## src/rtl/hsog_pkg.sv

```systemverilog
// ----------------------------------------------------------------------------
// hsog_pkg
// shared types and constants of the hue and saturation object gate
// ----------------------------------------------------------------------------
`default_nettype none

package hsog_pkg;

    localparam int unsigned COLOR_W    = 8;
    localparam int unsigned HUE_DEG_W  = 9;
    localparam int unsigned CFG_DATA_W = 9;
    localparam int unsigned CFG_IDX_W  = 3;
    localparam int unsigned DIV_W      = 17;
    localparam int unsigned DIV_STAGES = 4;

    localparam logic [COLOR_W-1:0]   HUE_HALF_WRAP = 8'd180;
    localparam logic [HUE_DEG_W-1:0] HUE_FULL_DEG  = 9'd360;
    localparam logic [HUE_DEG_W-1:0] HUE_HALF_DEG  = 9'd180;

    typedef enum logic [CFG_IDX_W-1:0] {
        REG_FILTER_ENABLE  = 3'd0,
        REG_CENTRE_HUE     = 3'd1,
        REG_HUE_TOLERANCE  = 3'd2,
        REG_MIN_SATURATION = 3'd3,
        REG_MAX_SATURATION = 3'd4
    } t_reg_idx;

    typedef struct packed {
        logic                 filter_enable;
        logic [HUE_DEG_W-1:0] centre_hue;
        logic [COLOR_W-1:0]   hue_tolerance;
        logic [COLOR_W-1:0]   min_saturation;
        logic [COLOR_W-1:0]   max_saturation;
    } t_cfg;

    typedef struct packed {
        logic [DIV_W-1:0]   rem;
        logic [DIV_W-1:0]   dsh;
        logic [COLOR_W-1:0] quo;
    } t_div;

    typedef struct packed {
        logic row_valid;
        logic grey;
    } t_side;

endpackage

`default_nettype wire

```

## src/rtl/hsog_prep.sv

```systemverilog
// ----------------------------------------------------------------------------
// hsog_prep
// three-stage front end: max/min, channel pick, hue and saturation dividends
// ----------------------------------------------------------------------------
`default_nettype none

module hsog_prep (
    input  wire                            i_clk,
    input  wire                            i_rst_n,
    input  wire                            i_vld,
    input  wire  [hsog_pkg::COLOR_W-1:0]   i_blue,
    input  wire  [hsog_pkg::COLOR_W-1:0]   i_green,
    input  wire  [hsog_pkg::COLOR_W-1:0]   i_red,
    input  wire                            i_row_valid,
    output logic                           o_vld,
    output hsog_pkg::t_side                o_side,
    output hsog_pkg::t_div                 o_sat,
    output hsog_pkg::t_div                 o_hue
);
    import hsog_pkg::*;

    typedef enum logic [1:0] {
        CH_RED   = 2'd0,
        CH_GREEN = 2'd1,
        CH_BLUE  = 2'd2
    } t_chan;

    // stage a
    logic [COLOR_W-1:0]  mx, mn;
    logic [COLOR_W:0]    sum;
    logic [COLOR_W-1:0]  n_a_d, n_a_den;
    logic signed [8:0]   n_a_num;
    t_chan               n_a_chan;

    logic                r_a_vld;
    logic [COLOR_W-1:0]  r_a_d, r_a_den;
    logic signed [8:0]   r_a_num;
    t_chan               r_a_chan;
    t_side               r_a_side;

    // stage b
    logic signed [17:0]  num30, off_d;
    logic [16:0]         n_b_satnum;
    logic signed [17:0]  n_b_n;

    logic                r_b_vld;
    logic signed [17:0]  r_b_n;
    logic [COLOR_W-1:0]  r_b_d, r_b_den;
    logic [16:0]         r_b_satnum;
    t_side               r_b_side;

    // stage c
    logic signed [17:0]  n_fix;
    logic [16:0]         n_c_huenum;

    logic                r_c_vld;
    t_side               r_c_side;
    t_div                r_c_sat, r_c_hue;

    always_comb begin
        mx = i_red;
        mn = i_red;
        if (i_green > mx) mx = i_green;
        if (i_blue > mx) mx = i_blue;
        if (i_green < mn) mn = i_green;
        if (i_blue < mn) mn = i_blue;
        sum   = {1'b0, mx} + {1'b0, mn};
        n_a_d = mx - mn;
        if (sum < 9'd255) begin
            n_a_den = sum[COLOR_W-1:0];
        end else begin
            n_a_den = 8'(10'd510 - {1'b0, sum});
        end
        if (mx == i_red) begin
            n_a_chan = CH_RED;
            n_a_num  = $signed({1'b0, i_green}) - $signed({1'b0, i_blue});
        end else if (mx == i_green) begin
            n_a_chan = CH_GREEN;
            n_a_num  = $signed({1'b0, i_blue}) - $signed({1'b0, i_red});
        end else begin
            n_a_chan = CH_BLUE;
            n_a_num  = $signed({1'b0, i_red}) - $signed({1'b0, i_green});
        end
    end

    always_comb begin
        num30 = $signed({{9{r_a_num[8]}}, r_a_num}) * 18'sd30;
        case (r_a_chan)
            CH_GREEN: off_d = $signed(18'(r_a_d) * 18'd60);
            CH_BLUE:  off_d = $signed(18'(r_a_d) * 18'd120);
            default:  off_d = 18'sd0;
        endcase
        n_b_n      = num30 + off_d;
        n_b_satnum = 17'(r_a_d) * 17'd510 + 17'(r_a_den);
    end

    // negative hue wraps by a full turn (180 in half-degree units), then 2n + d for rounding
    always_comb begin
        if (r_b_n[17]) begin
            n_fix = r_b_n + $signed({1'b0, 17'(r_b_d) * 17'd180});
        end else begin
            n_fix = r_b_n;
        end
        n_c_huenum = {n_fix[15:0], 1'b0} + 17'(r_b_d);
    end

    always_ff @(posedge i_clk) begin
        if (!i_rst_n) begin
            r_a_vld <= 1'b0;
            r_b_vld <= 1'b0;
            r_c_vld <= 1'b0;
        end else begin
            r_a_vld <= i_vld;
            r_b_vld <= r_a_vld;
            r_c_vld <= r_b_vld;
        end
    end

    always_ff @(posedge i_clk) begin
        r_a_d              <= n_a_d;
        r_a_den            <= n_a_den;
        r_a_num            <= n_a_num;
        r_a_chan           <= n_a_chan;
        r_a_side.row_valid <= i_row_valid;
        r_a_side.grey      <= (n_a_d == '0);

        r_b_n      <= n_b_n;
        r_b_d      <= r_a_d;
        r_b_den    <= r_a_den;
        r_b_satnum <= n_b_satnum;
        r_b_side   <= r_a_side;

        r_c_side    <= r_b_side;
        r_c_sat.rem <= r_b_satnum;
        r_c_sat.dsh <= {1'b0, r_b_den, 8'b0};
        r_c_sat.quo <= '0;
        r_c_hue.rem <= n_c_huenum;
        r_c_hue.dsh <= {1'b0, r_b_d, 8'b0};
        r_c_hue.quo <= '0;
    end

    assign o_vld  = r_c_vld;
    assign o_side = r_c_side;
    assign o_sat  = r_c_sat;
    assign o_hue  = r_c_hue;

endmodule

`default_nettype wire

```

## src/rtl/hsog_div_stage.sv

```systemverilog
// ----------------------------------------------------------------------------
// hsog_div_stage
// one register stage of the two restoring dividers, two quotient bits each
// ----------------------------------------------------------------------------
`default_nettype none

module hsog_div_stage (
    input  wire                   i_clk,
    input  wire                   i_rst_n,
    input  wire                   i_vld,
    input  hsog_pkg::t_side       i_side,
    input  hsog_pkg::t_div        i_sat,
    input  hsog_pkg::t_div        i_hue,
    output logic                  o_vld,
    output hsog_pkg::t_side       o_side,
    output hsog_pkg::t_div        o_sat,
    output hsog_pkg::t_div        o_hue
);
    import hsog_pkg::*;

    function automatic t_div div_step(input t_div x);
        t_div y;
        y = x;
        if (x.rem >= x.dsh) begin
            y.rem = x.rem - x.dsh;
            y.quo = {x.quo[COLOR_W-2:0], 1'b1};
        end else begin
            y.quo = {x.quo[COLOR_W-2:0], 1'b0};
        end
        y.dsh = x.dsh >> 1;
        return y;
    endfunction

    logic  r_vld;
    t_side r_side;
    t_div  r_sat, r_hue;
    t_div  n_sat, n_hue;

    always_comb begin
        n_sat = div_step(div_step(i_sat));
        n_hue = div_step(div_step(i_hue));
    end

    always_ff @(posedge i_clk) begin
        if (!i_rst_n) begin
            r_vld <= 1'b0;
        end else begin
            r_vld <= i_vld;
        end
    end

    always_ff @(posedge i_clk) begin
        r_side <= i_side;
        r_sat  <= n_sat;
        r_hue  <= n_hue;
    end

    assign o_vld  = r_vld;
    assign o_side = r_side;
    assign o_sat  = r_sat;
    assign o_hue  = r_hue;

endmodule

`default_nettype wire

```

## src/rtl/hsog_gate.sv

```systemverilog
// ----------------------------------------------------------------------------
// hsog_gate
// hue wrap, circular hue distance and the final keep decision
// ----------------------------------------------------------------------------
`default_nettype none

module hsog_gate (
    input  wire                           i_clk,
    input  wire                           i_rst_n,
    input  wire                           i_vld,
    input  hsog_pkg::t_side               i_side,
    input  wire  [hsog_pkg::COLOR_W-1:0]  i_sat_q,
    input  wire  [hsog_pkg::COLOR_W-1:0]  i_hue_q,
    input  hsog_pkg::t_cfg                i_cfg,
    output logic                          o_done,
    output logic                          o_keep
);
    import hsog_pkg::*;

    logic [COLOR_W-1:0]   hh, sat;
    logic [HUE_DEG_W-1:0] deg, centre, diff;
    logic [COLOR_W-1:0]   n_dist;

    logic                 r_g_vld;
    logic [COLOR_W-1:0]   r_g_dist, r_g_sat;
    logic                 r_g_row_valid;

    logic                 pass;
    logic                 r_done, r_keep;

    always_comb begin
        hh  = i_side.grey ? '0 : i_hue_q;
        sat = i_side.grey ? '0 : i_sat_q;
        if (hh >= HUE_HALF_WRAP) begin
            hh = hh - HUE_HALF_WRAP;
        end
        deg = {hh, 1'b0};
        if (i_cfg.centre_hue >= HUE_FULL_DEG) begin
            centre = i_cfg.centre_hue - HUE_FULL_DEG;
        end else begin
            centre = i_cfg.centre_hue;
        end
        diff = (deg > centre) ? deg - centre : centre - deg;
        if (diff > HUE_HALF_DEG) begin
            n_dist = 8'(HUE_FULL_DEG - diff);
        end else begin
            n_dist = diff[COLOR_W-1:0];
        end
    end

    always_comb begin
        pass = (r_g_dist <= i_cfg.hue_tolerance) &&
               (r_g_sat <= i_cfg.max_saturation) &&
               (r_g_sat >= i_cfg.min_saturation);
    end

    always_ff @(posedge i_clk) begin
        if (!i_rst_n) begin
            r_g_vld <= 1'b0;
            r_done  <= 1'b0;
        end else begin
            r_g_vld <= i_vld;
            r_done  <= r_g_vld;
        end
    end

    always_ff @(posedge i_clk) begin
        r_g_dist      <= n_dist;
        r_g_sat       <= sat;
        r_g_row_valid <= i_side.row_valid;
        r_keep        <= i_cfg.filter_enable ? (pass & r_g_row_valid) : r_g_row_valid;
    end

    assign o_done = r_done;
    assign o_keep = r_keep;

endmodule

`default_nettype wire

```

## src/rtl/hue_saturation_object_gate_top.sv

```systemverilog
// ----------------------------------------------------------------------------
// hue_saturation_object_gate_top
// keeps or drops a detected object by the hue and saturation of its colour
// ----------------------------------------------------------------------------
// usage
//   request channel: blue, green, red means and row_valid; taken at a clock
//   edge with start high and busy low. busy is low whenever reset is released,
//   so one request can enter every cycle.
//   result channel: o_keep is shown for one cycle with o_done high, in request
//   order; the receiver cannot stall and needs none.
//   latency is set by the pipeline: three front stages (max/min, dividends,
//   hue wrap), four divider stages of two quotient bits each for the hue and
//   saturation ratios, and two gate stages (hue distance, compares).
//   config: write i_cfg_idx / i_cfg_data with i_cfg_we high, one edge each,
//   only while no request is in flight.
//   reset: synchronous, active low; clears all valid bits and sets the
//   registers to filter off, centre 0, tolerance 180, saturation 0..255.
// ----------------------------------------------------------------------------
`default_nettype none

module hue_saturation_object_gate_top (
    input  wire                               i_clk,
    input  wire                               i_rst_n,
    input  wire                               start,
    output logic                              busy,
    input  wire  [hsog_pkg::COLOR_W-1:0]      i_blue,
    input  wire  [hsog_pkg::COLOR_W-1:0]      i_green,
    input  wire  [hsog_pkg::COLOR_W-1:0]      i_red,
    input  wire                               i_row_valid,
    output logic                              o_done,
    output logic                              o_keep,
    input  wire                               i_cfg_we,
    input  wire  [hsog_pkg::CFG_IDX_W-1:0]    i_cfg_idx,
    input  wire  [hsog_pkg::CFG_DATA_W-1:0]   i_cfg_data
);
    import hsog_pkg::*;

    t_cfg  r_cfg;
    logic  accept;

    logic  vld  [0:DIV_STAGES];
    t_side side [0:DIV_STAGES];
    t_div  sat  [0:DIV_STAGES];
    t_div  hue  [0:DIV_STAGES];

    assign busy   = ~i_rst_n;
    assign accept = start & ~busy;

    always_ff @(posedge i_clk) begin
        if (!i_rst_n) begin
            r_cfg.filter_enable  <= 1'b0;
            r_cfg.centre_hue     <= '0;
            r_cfg.hue_tolerance  <= 8'd180;
            r_cfg.min_saturation <= '0;
            r_cfg.max_saturation <= 8'd255;
        end else if (i_cfg_we) begin
            unique case (t_reg_idx'(i_cfg_idx))
                REG_FILTER_ENABLE:  r_cfg.filter_enable  <= i_cfg_data[0];
                REG_CENTRE_HUE:     r_cfg.centre_hue     <= i_cfg_data;
                REG_HUE_TOLERANCE:  r_cfg.hue_tolerance  <= i_cfg_data[COLOR_W-1:0];
                REG_MIN_SATURATION: r_cfg.min_saturation <= i_cfg_data[COLOR_W-1:0];
                REG_MAX_SATURATION: r_cfg.max_saturation <= i_cfg_data[COLOR_W-1:0];
                default: ;
            endcase
        end
    end

    hsog_prep u_prep (
        .i_clk       (i_clk),
        .i_rst_n     (i_rst_n),
        .i_vld       (accept),
        .i_blue      (i_blue),
        .i_green     (i_green),
        .i_red       (i_red),
        .i_row_valid (i_row_valid),
        .o_vld       (vld[0]),
        .o_side      (side[0]),
        .o_sat       (sat[0]),
        .o_hue       (hue[0])
    );

    for (genvar gi = 0; gi < DIV_STAGES; gi++) begin : g_div
        hsog_div_stage u_stage (
            .i_clk   (i_clk),
            .i_rst_n (i_rst_n),
            .i_vld   (vld[gi]),
            .i_side  (side[gi]),
            .i_sat   (sat[gi]),
            .i_hue   (hue[gi]),
            .o_vld   (vld[gi+1]),
            .o_side  (side[gi+1]),
            .o_sat   (sat[gi+1]),
            .o_hue   (hue[gi+1])
        );
    end

    hsog_gate u_gate (
        .i_clk   (i_clk),
        .i_rst_n (i_rst_n),
        .i_vld   (vld[DIV_STAGES]),
        .i_side  (side[DIV_STAGES]),
        .i_sat_q (sat[DIV_STAGES].quo),
        .i_hue_q (hue[DIV_STAGES].quo),
        .i_cfg   (r_cfg),
        .o_done  (o_done),
        .o_keep  (o_keep)
    );

endmodule

`default_nettype wire

```

## config.mk

```make
export PLATFORM = sky130hd
export DESIGN_NAME = hue_saturation_object_gate_top
export DESIGN_NICKNAME = d
export VERILOG_FILES = /design/src/rtl/hsog_pkg.sv /design/src/rtl/hsog_prep.sv /design/src/rtl/hsog_div_stage.sv /design/src/rtl/hsog_gate.sv /design/src/rtl/hue_saturation_object_gate_top.sv
export SDC_FILE = /design/constraint.sdc
export NUM_CORES = 1
export LEC_CHECK = 0
export ABC_AREA = 1
export BUFFER_PORTS_ARGS = -buffer_cell sky130_fd_sc_hd__buf_2
export CAP_MARGIN = 10
export CORE_MARGIN = 5
export CORE_UTILIZATION = 65
export CTS_BUF_LIST = sky130_fd_sc_hd__clkbuf_16
export CTS_CLUSTER_DIAMETER = 60
export CTS_CLUSTER_SIZE = 30
export DETAILED_ROUTE_END_ITERATION = 8
export PLACE_DENSITY = 0.84
export SLEW_MARGIN = 20
export SYNTH_ARGS = -nofsm -noshare
export SYNTH_HDL_FRONTEND = slang
export SYNTH_SLANG_ARGS = --single-unit
```

## constraint.sdc

```tcl
create_clock -name i_clk -period 8.7 [get_ports i_clk]
set_input_delay 0.87 -clock i_clk [delete_from_list [all_inputs] [get_ports i_clk]]
set_output_delay 0.87 -clock i_clk [all_outputs]
set_load 0.05 [all_outputs]
```

==> reports/results.tsv <==
metric	value	unit
CP endpoint kind	register	
Setup CP Type	primary input to register	
status	finished, final reports clean	
Avg WL per Cell	14.7	um
Initial Util	65.9	%
postcts setup bufs	0	
WP buf/inv	4	
Antenna Cells	0	
Final Max Tran Viols	0	
CTS tree	yes	
Fin Setup TNS	0	ns
area grow syn2layout	6.97	%
register area share after synthesis	28.3	%
Die W	211	um
pin count of the biggest net entering global routing	44	
Yosys reg bits	372	
worst reg-to-reg setup slack	3.34	ns
number of max-cap violations	0	
Unique masters post-synth	58	
footprint of the multi-input gates	16400	um^2
Post-synth top flop	dfxtp_1	
Port Buffers	43	
initial antenna violation count	0	
CTS Buf Count	29	
H-Tree Depth	1	
synth top area cells	dfxtp_1 28%, ha_1 17%, nand2_1 8.6%, inv_1 8.5%, fa_1 6.5%	
CTS Hold Bufs	0	
IO Count	44	
Critical Path RT	9.18	ns
first-pass GRT wire length	97800	um
Clock Skew	0.0397	ns
num rows	73	
# fillers	3140	
number of global-route vias before repair	21545	
total gr overflow	0	
number of synthesized flops with an enable pin	0	
syn_area_per_cell	7.72	um^2
Mapped Area	26300	um^2
nets@finish	3934	
Register-to-Register Path Depth	27	
Die ar.	44600	um^2
Clk pin slew, worst setup/hold paths	0.09	ns
min-delay worst type	register to register	
Resize count post-CTS	0	
Final Cycle Share	72.2	%
Worst Setup EP	u_prep.r_a_den[7]	
antenna-violating nets left	0	
synth warn	0	
CTS root buf	clkbuf_16	
DRC viols	0	
Synth async-reset ratio	0	%
Max stage delay on crit path	0.50	ns
post-synth top area share	28.3	%
routed wire length	58700	um
top cells by count, synth	605 x nand2_1, 598 x inv_1, 372 x dfxtp_1	
FF-to-FF End	g_div[1].u_stage.o_sat[30]	
Critical Path AT	6.76	ns
Slew headroom	40.4	%
RSZ-0062 raised after global routing	false	
WHS	0.318	ns
1st-iter DRT viols	1293	
crit path launch type	primary input	
min-delay src	g_div[1].u_stage.o_side[0]	
Worst-Margin Slew	0.887	ns
final setup fails	0	
CTS Buffer Depth	3	
most used cell, CP	nand2_1	
Mapped Nets	3891	
CP max-delay cell	nand4_2	
DP HPWL	47800	um
CP delay by family, top	simple AND/OR/NAND/NOR gates	
Worst Path Max Fanout	16	
Mapped Cells	3410	
Core Area	39900	um^2
final hold viol count	0	
largest area contributor in the netlist	dfxtp_1	
FF+latch area	7450	um^2
Initial DRT Pass Iterations	7	
total track usage	25.8	%
Crit. Startpoint	i_green[6]	
DR vias/cell	5.46	
Worst R2R Start	g_div[0].u_stage.o_sat[16]	
die height	211	um
Via Count	21825	
Clk Latency, worst-skew pair	0.62	ns
TritonCTS sink count	372	
post-route minimum period	6.28	ns
gp weighted congestion	0.999	
critical path depth in cells	30	
count leader, synth	nand2_1	
Max Freq	159	MHz
layout cell share with drive strength beyond 1	4.40	%
worst reg2reg max path, cell delays in order (launching register included):
cell and delay (ns):
dfxtp_1 0.35, inv_1 0.08, ha_1 0.38, a21oi_1 0.15, nand2_1 0.12, nand2_1 0.10
o211ai_1 0.13, nand2_1 0.09, nand2_1 0.09, nor3_2 0.61, inv_1 0.33, o21ai_0 0.32
inv_1 0.07, ha_1 0.34, nand2_1 0.10, nor2_1 0.05, a211oi_1 0.30, nor2_1 0.08
nor2_1 0.09, nand2_1 0.08, a21o_1 0.16, a21oi_1 0.23, o41ai_1 0.12, nor3_1 0.19
nand2_2 0.17, inv_1 0.35, nand2_1 0.10, o21ai_0 0.12
worst min path at each step:
stage,endpoint,cells after the start
6_report,g_div[2].u_stage.o_side[0],0
2_1_floorplan,g_div[0].u_stage.o_side[0],0
3_3_place_gp,g_div[2].u_stage.o_hue[4],0
4_1_cts,g_div[2].u_stage.o_side[0],0
3_5_place_dp,g_div[1].u_stage.o_hue[2],0
5_1_grt,g_div[2].u_stage.o_side[0],0
through the flow:
stage               utilization, %  worst slack (ns)  cells  area (um^2)
CTS                           70.5              2.50   4000        28100
floorplan                        -              3.13   3410        26300
global route                  70.5              1.79   4000        28200
detailed placement            67.7              1.86   3947        27000
global placement              67.7              2.03   3947        27000
finish                        70.5              2.42   4000        28200
kinds of logic after synthesis:
| family | synth area share, % |
|---|---|
| DFF | 28.3 |
| xor gates and xnor gates | 8.15 |
| adders and majority gates | 23.3 |
| AOI/OAI and AO/OA | 13.1 |
| buffers and inverters | 9.36 |
| and+or+nand+nor | 17.7 |
| muxes | 0.0380 |
per-layer routing:
layer	track usage [%]	wire, um	vias to the layer above
li1	-	-	11164
met1	31.1	25200	9969
met2	46.9	28700	548
met3	2.67	2330	144
met4	10.6	2480	0
met5	0	0	-
cell usage in the layout, fill, tap and decap left out, drive strengths merged, types with 7 or more instances in the layout:
cell type	synthesis	routed
or2	13	13
nor3	40	40
dfxtp	372	372
inv	606	616
nand2	620	620
buf	15	44
a21o	8	8
xor2	167	167
o21ai	251	251
a21oi	249	249
o22ai	9	9
ha	355	355
o211ai	26	26
nand3	156	156
xnor2	78	78
a211oi	8	8
nor4	12	12
o21bai	23	23
o31ai	15	15
clkinv	1	14
nand4	30	30
clkbuf	17	29
nor2	206	206
nand3b	7	7
fa	85	85
state kept, by name, indices dropped and copies added, names as in the netlist, 2 cells and up:
signal	count
g_div.u_stage.o_hue	86
g_div.u_stage.o_sat	92
g_div.u_stage.o_side	8
g_div.u_stage.o_vld	4
r_cfg	34
u_gate.r_g_dist	8
u_gate.r_g_sat	8
u_prep.o_hue	22
u_prep.o_sat	24
u_prep.o_side	2
u_prep.r_a_chan	2
u_prep.r_a_d	8
u_prep.r_a_den	7
u_prep.r_a_num	9
u_prep.r_a_side	2
u_prep.r_b_d	8
u_prep.r_b_den	7
u_prep.r_b_n	16
u_prep.r_b_satnum	16
u_prep.r_b_side	2
final cells by class:
cell class | instances | area share (%)
clock buffer | 29 | 2.58
clock inverter | 24 | 1.43
inverter | 607 | 8.11
timing repair buffer | 44 | 0.791
multi-input combinational | 2399 | 58.3
sequential | 372 | 26.5
tap | 525 | 2.33
Power is left out: the tool's default activity adds up to more than one toggle a clock period on the data nets, which glitch-free logic cannot reach.
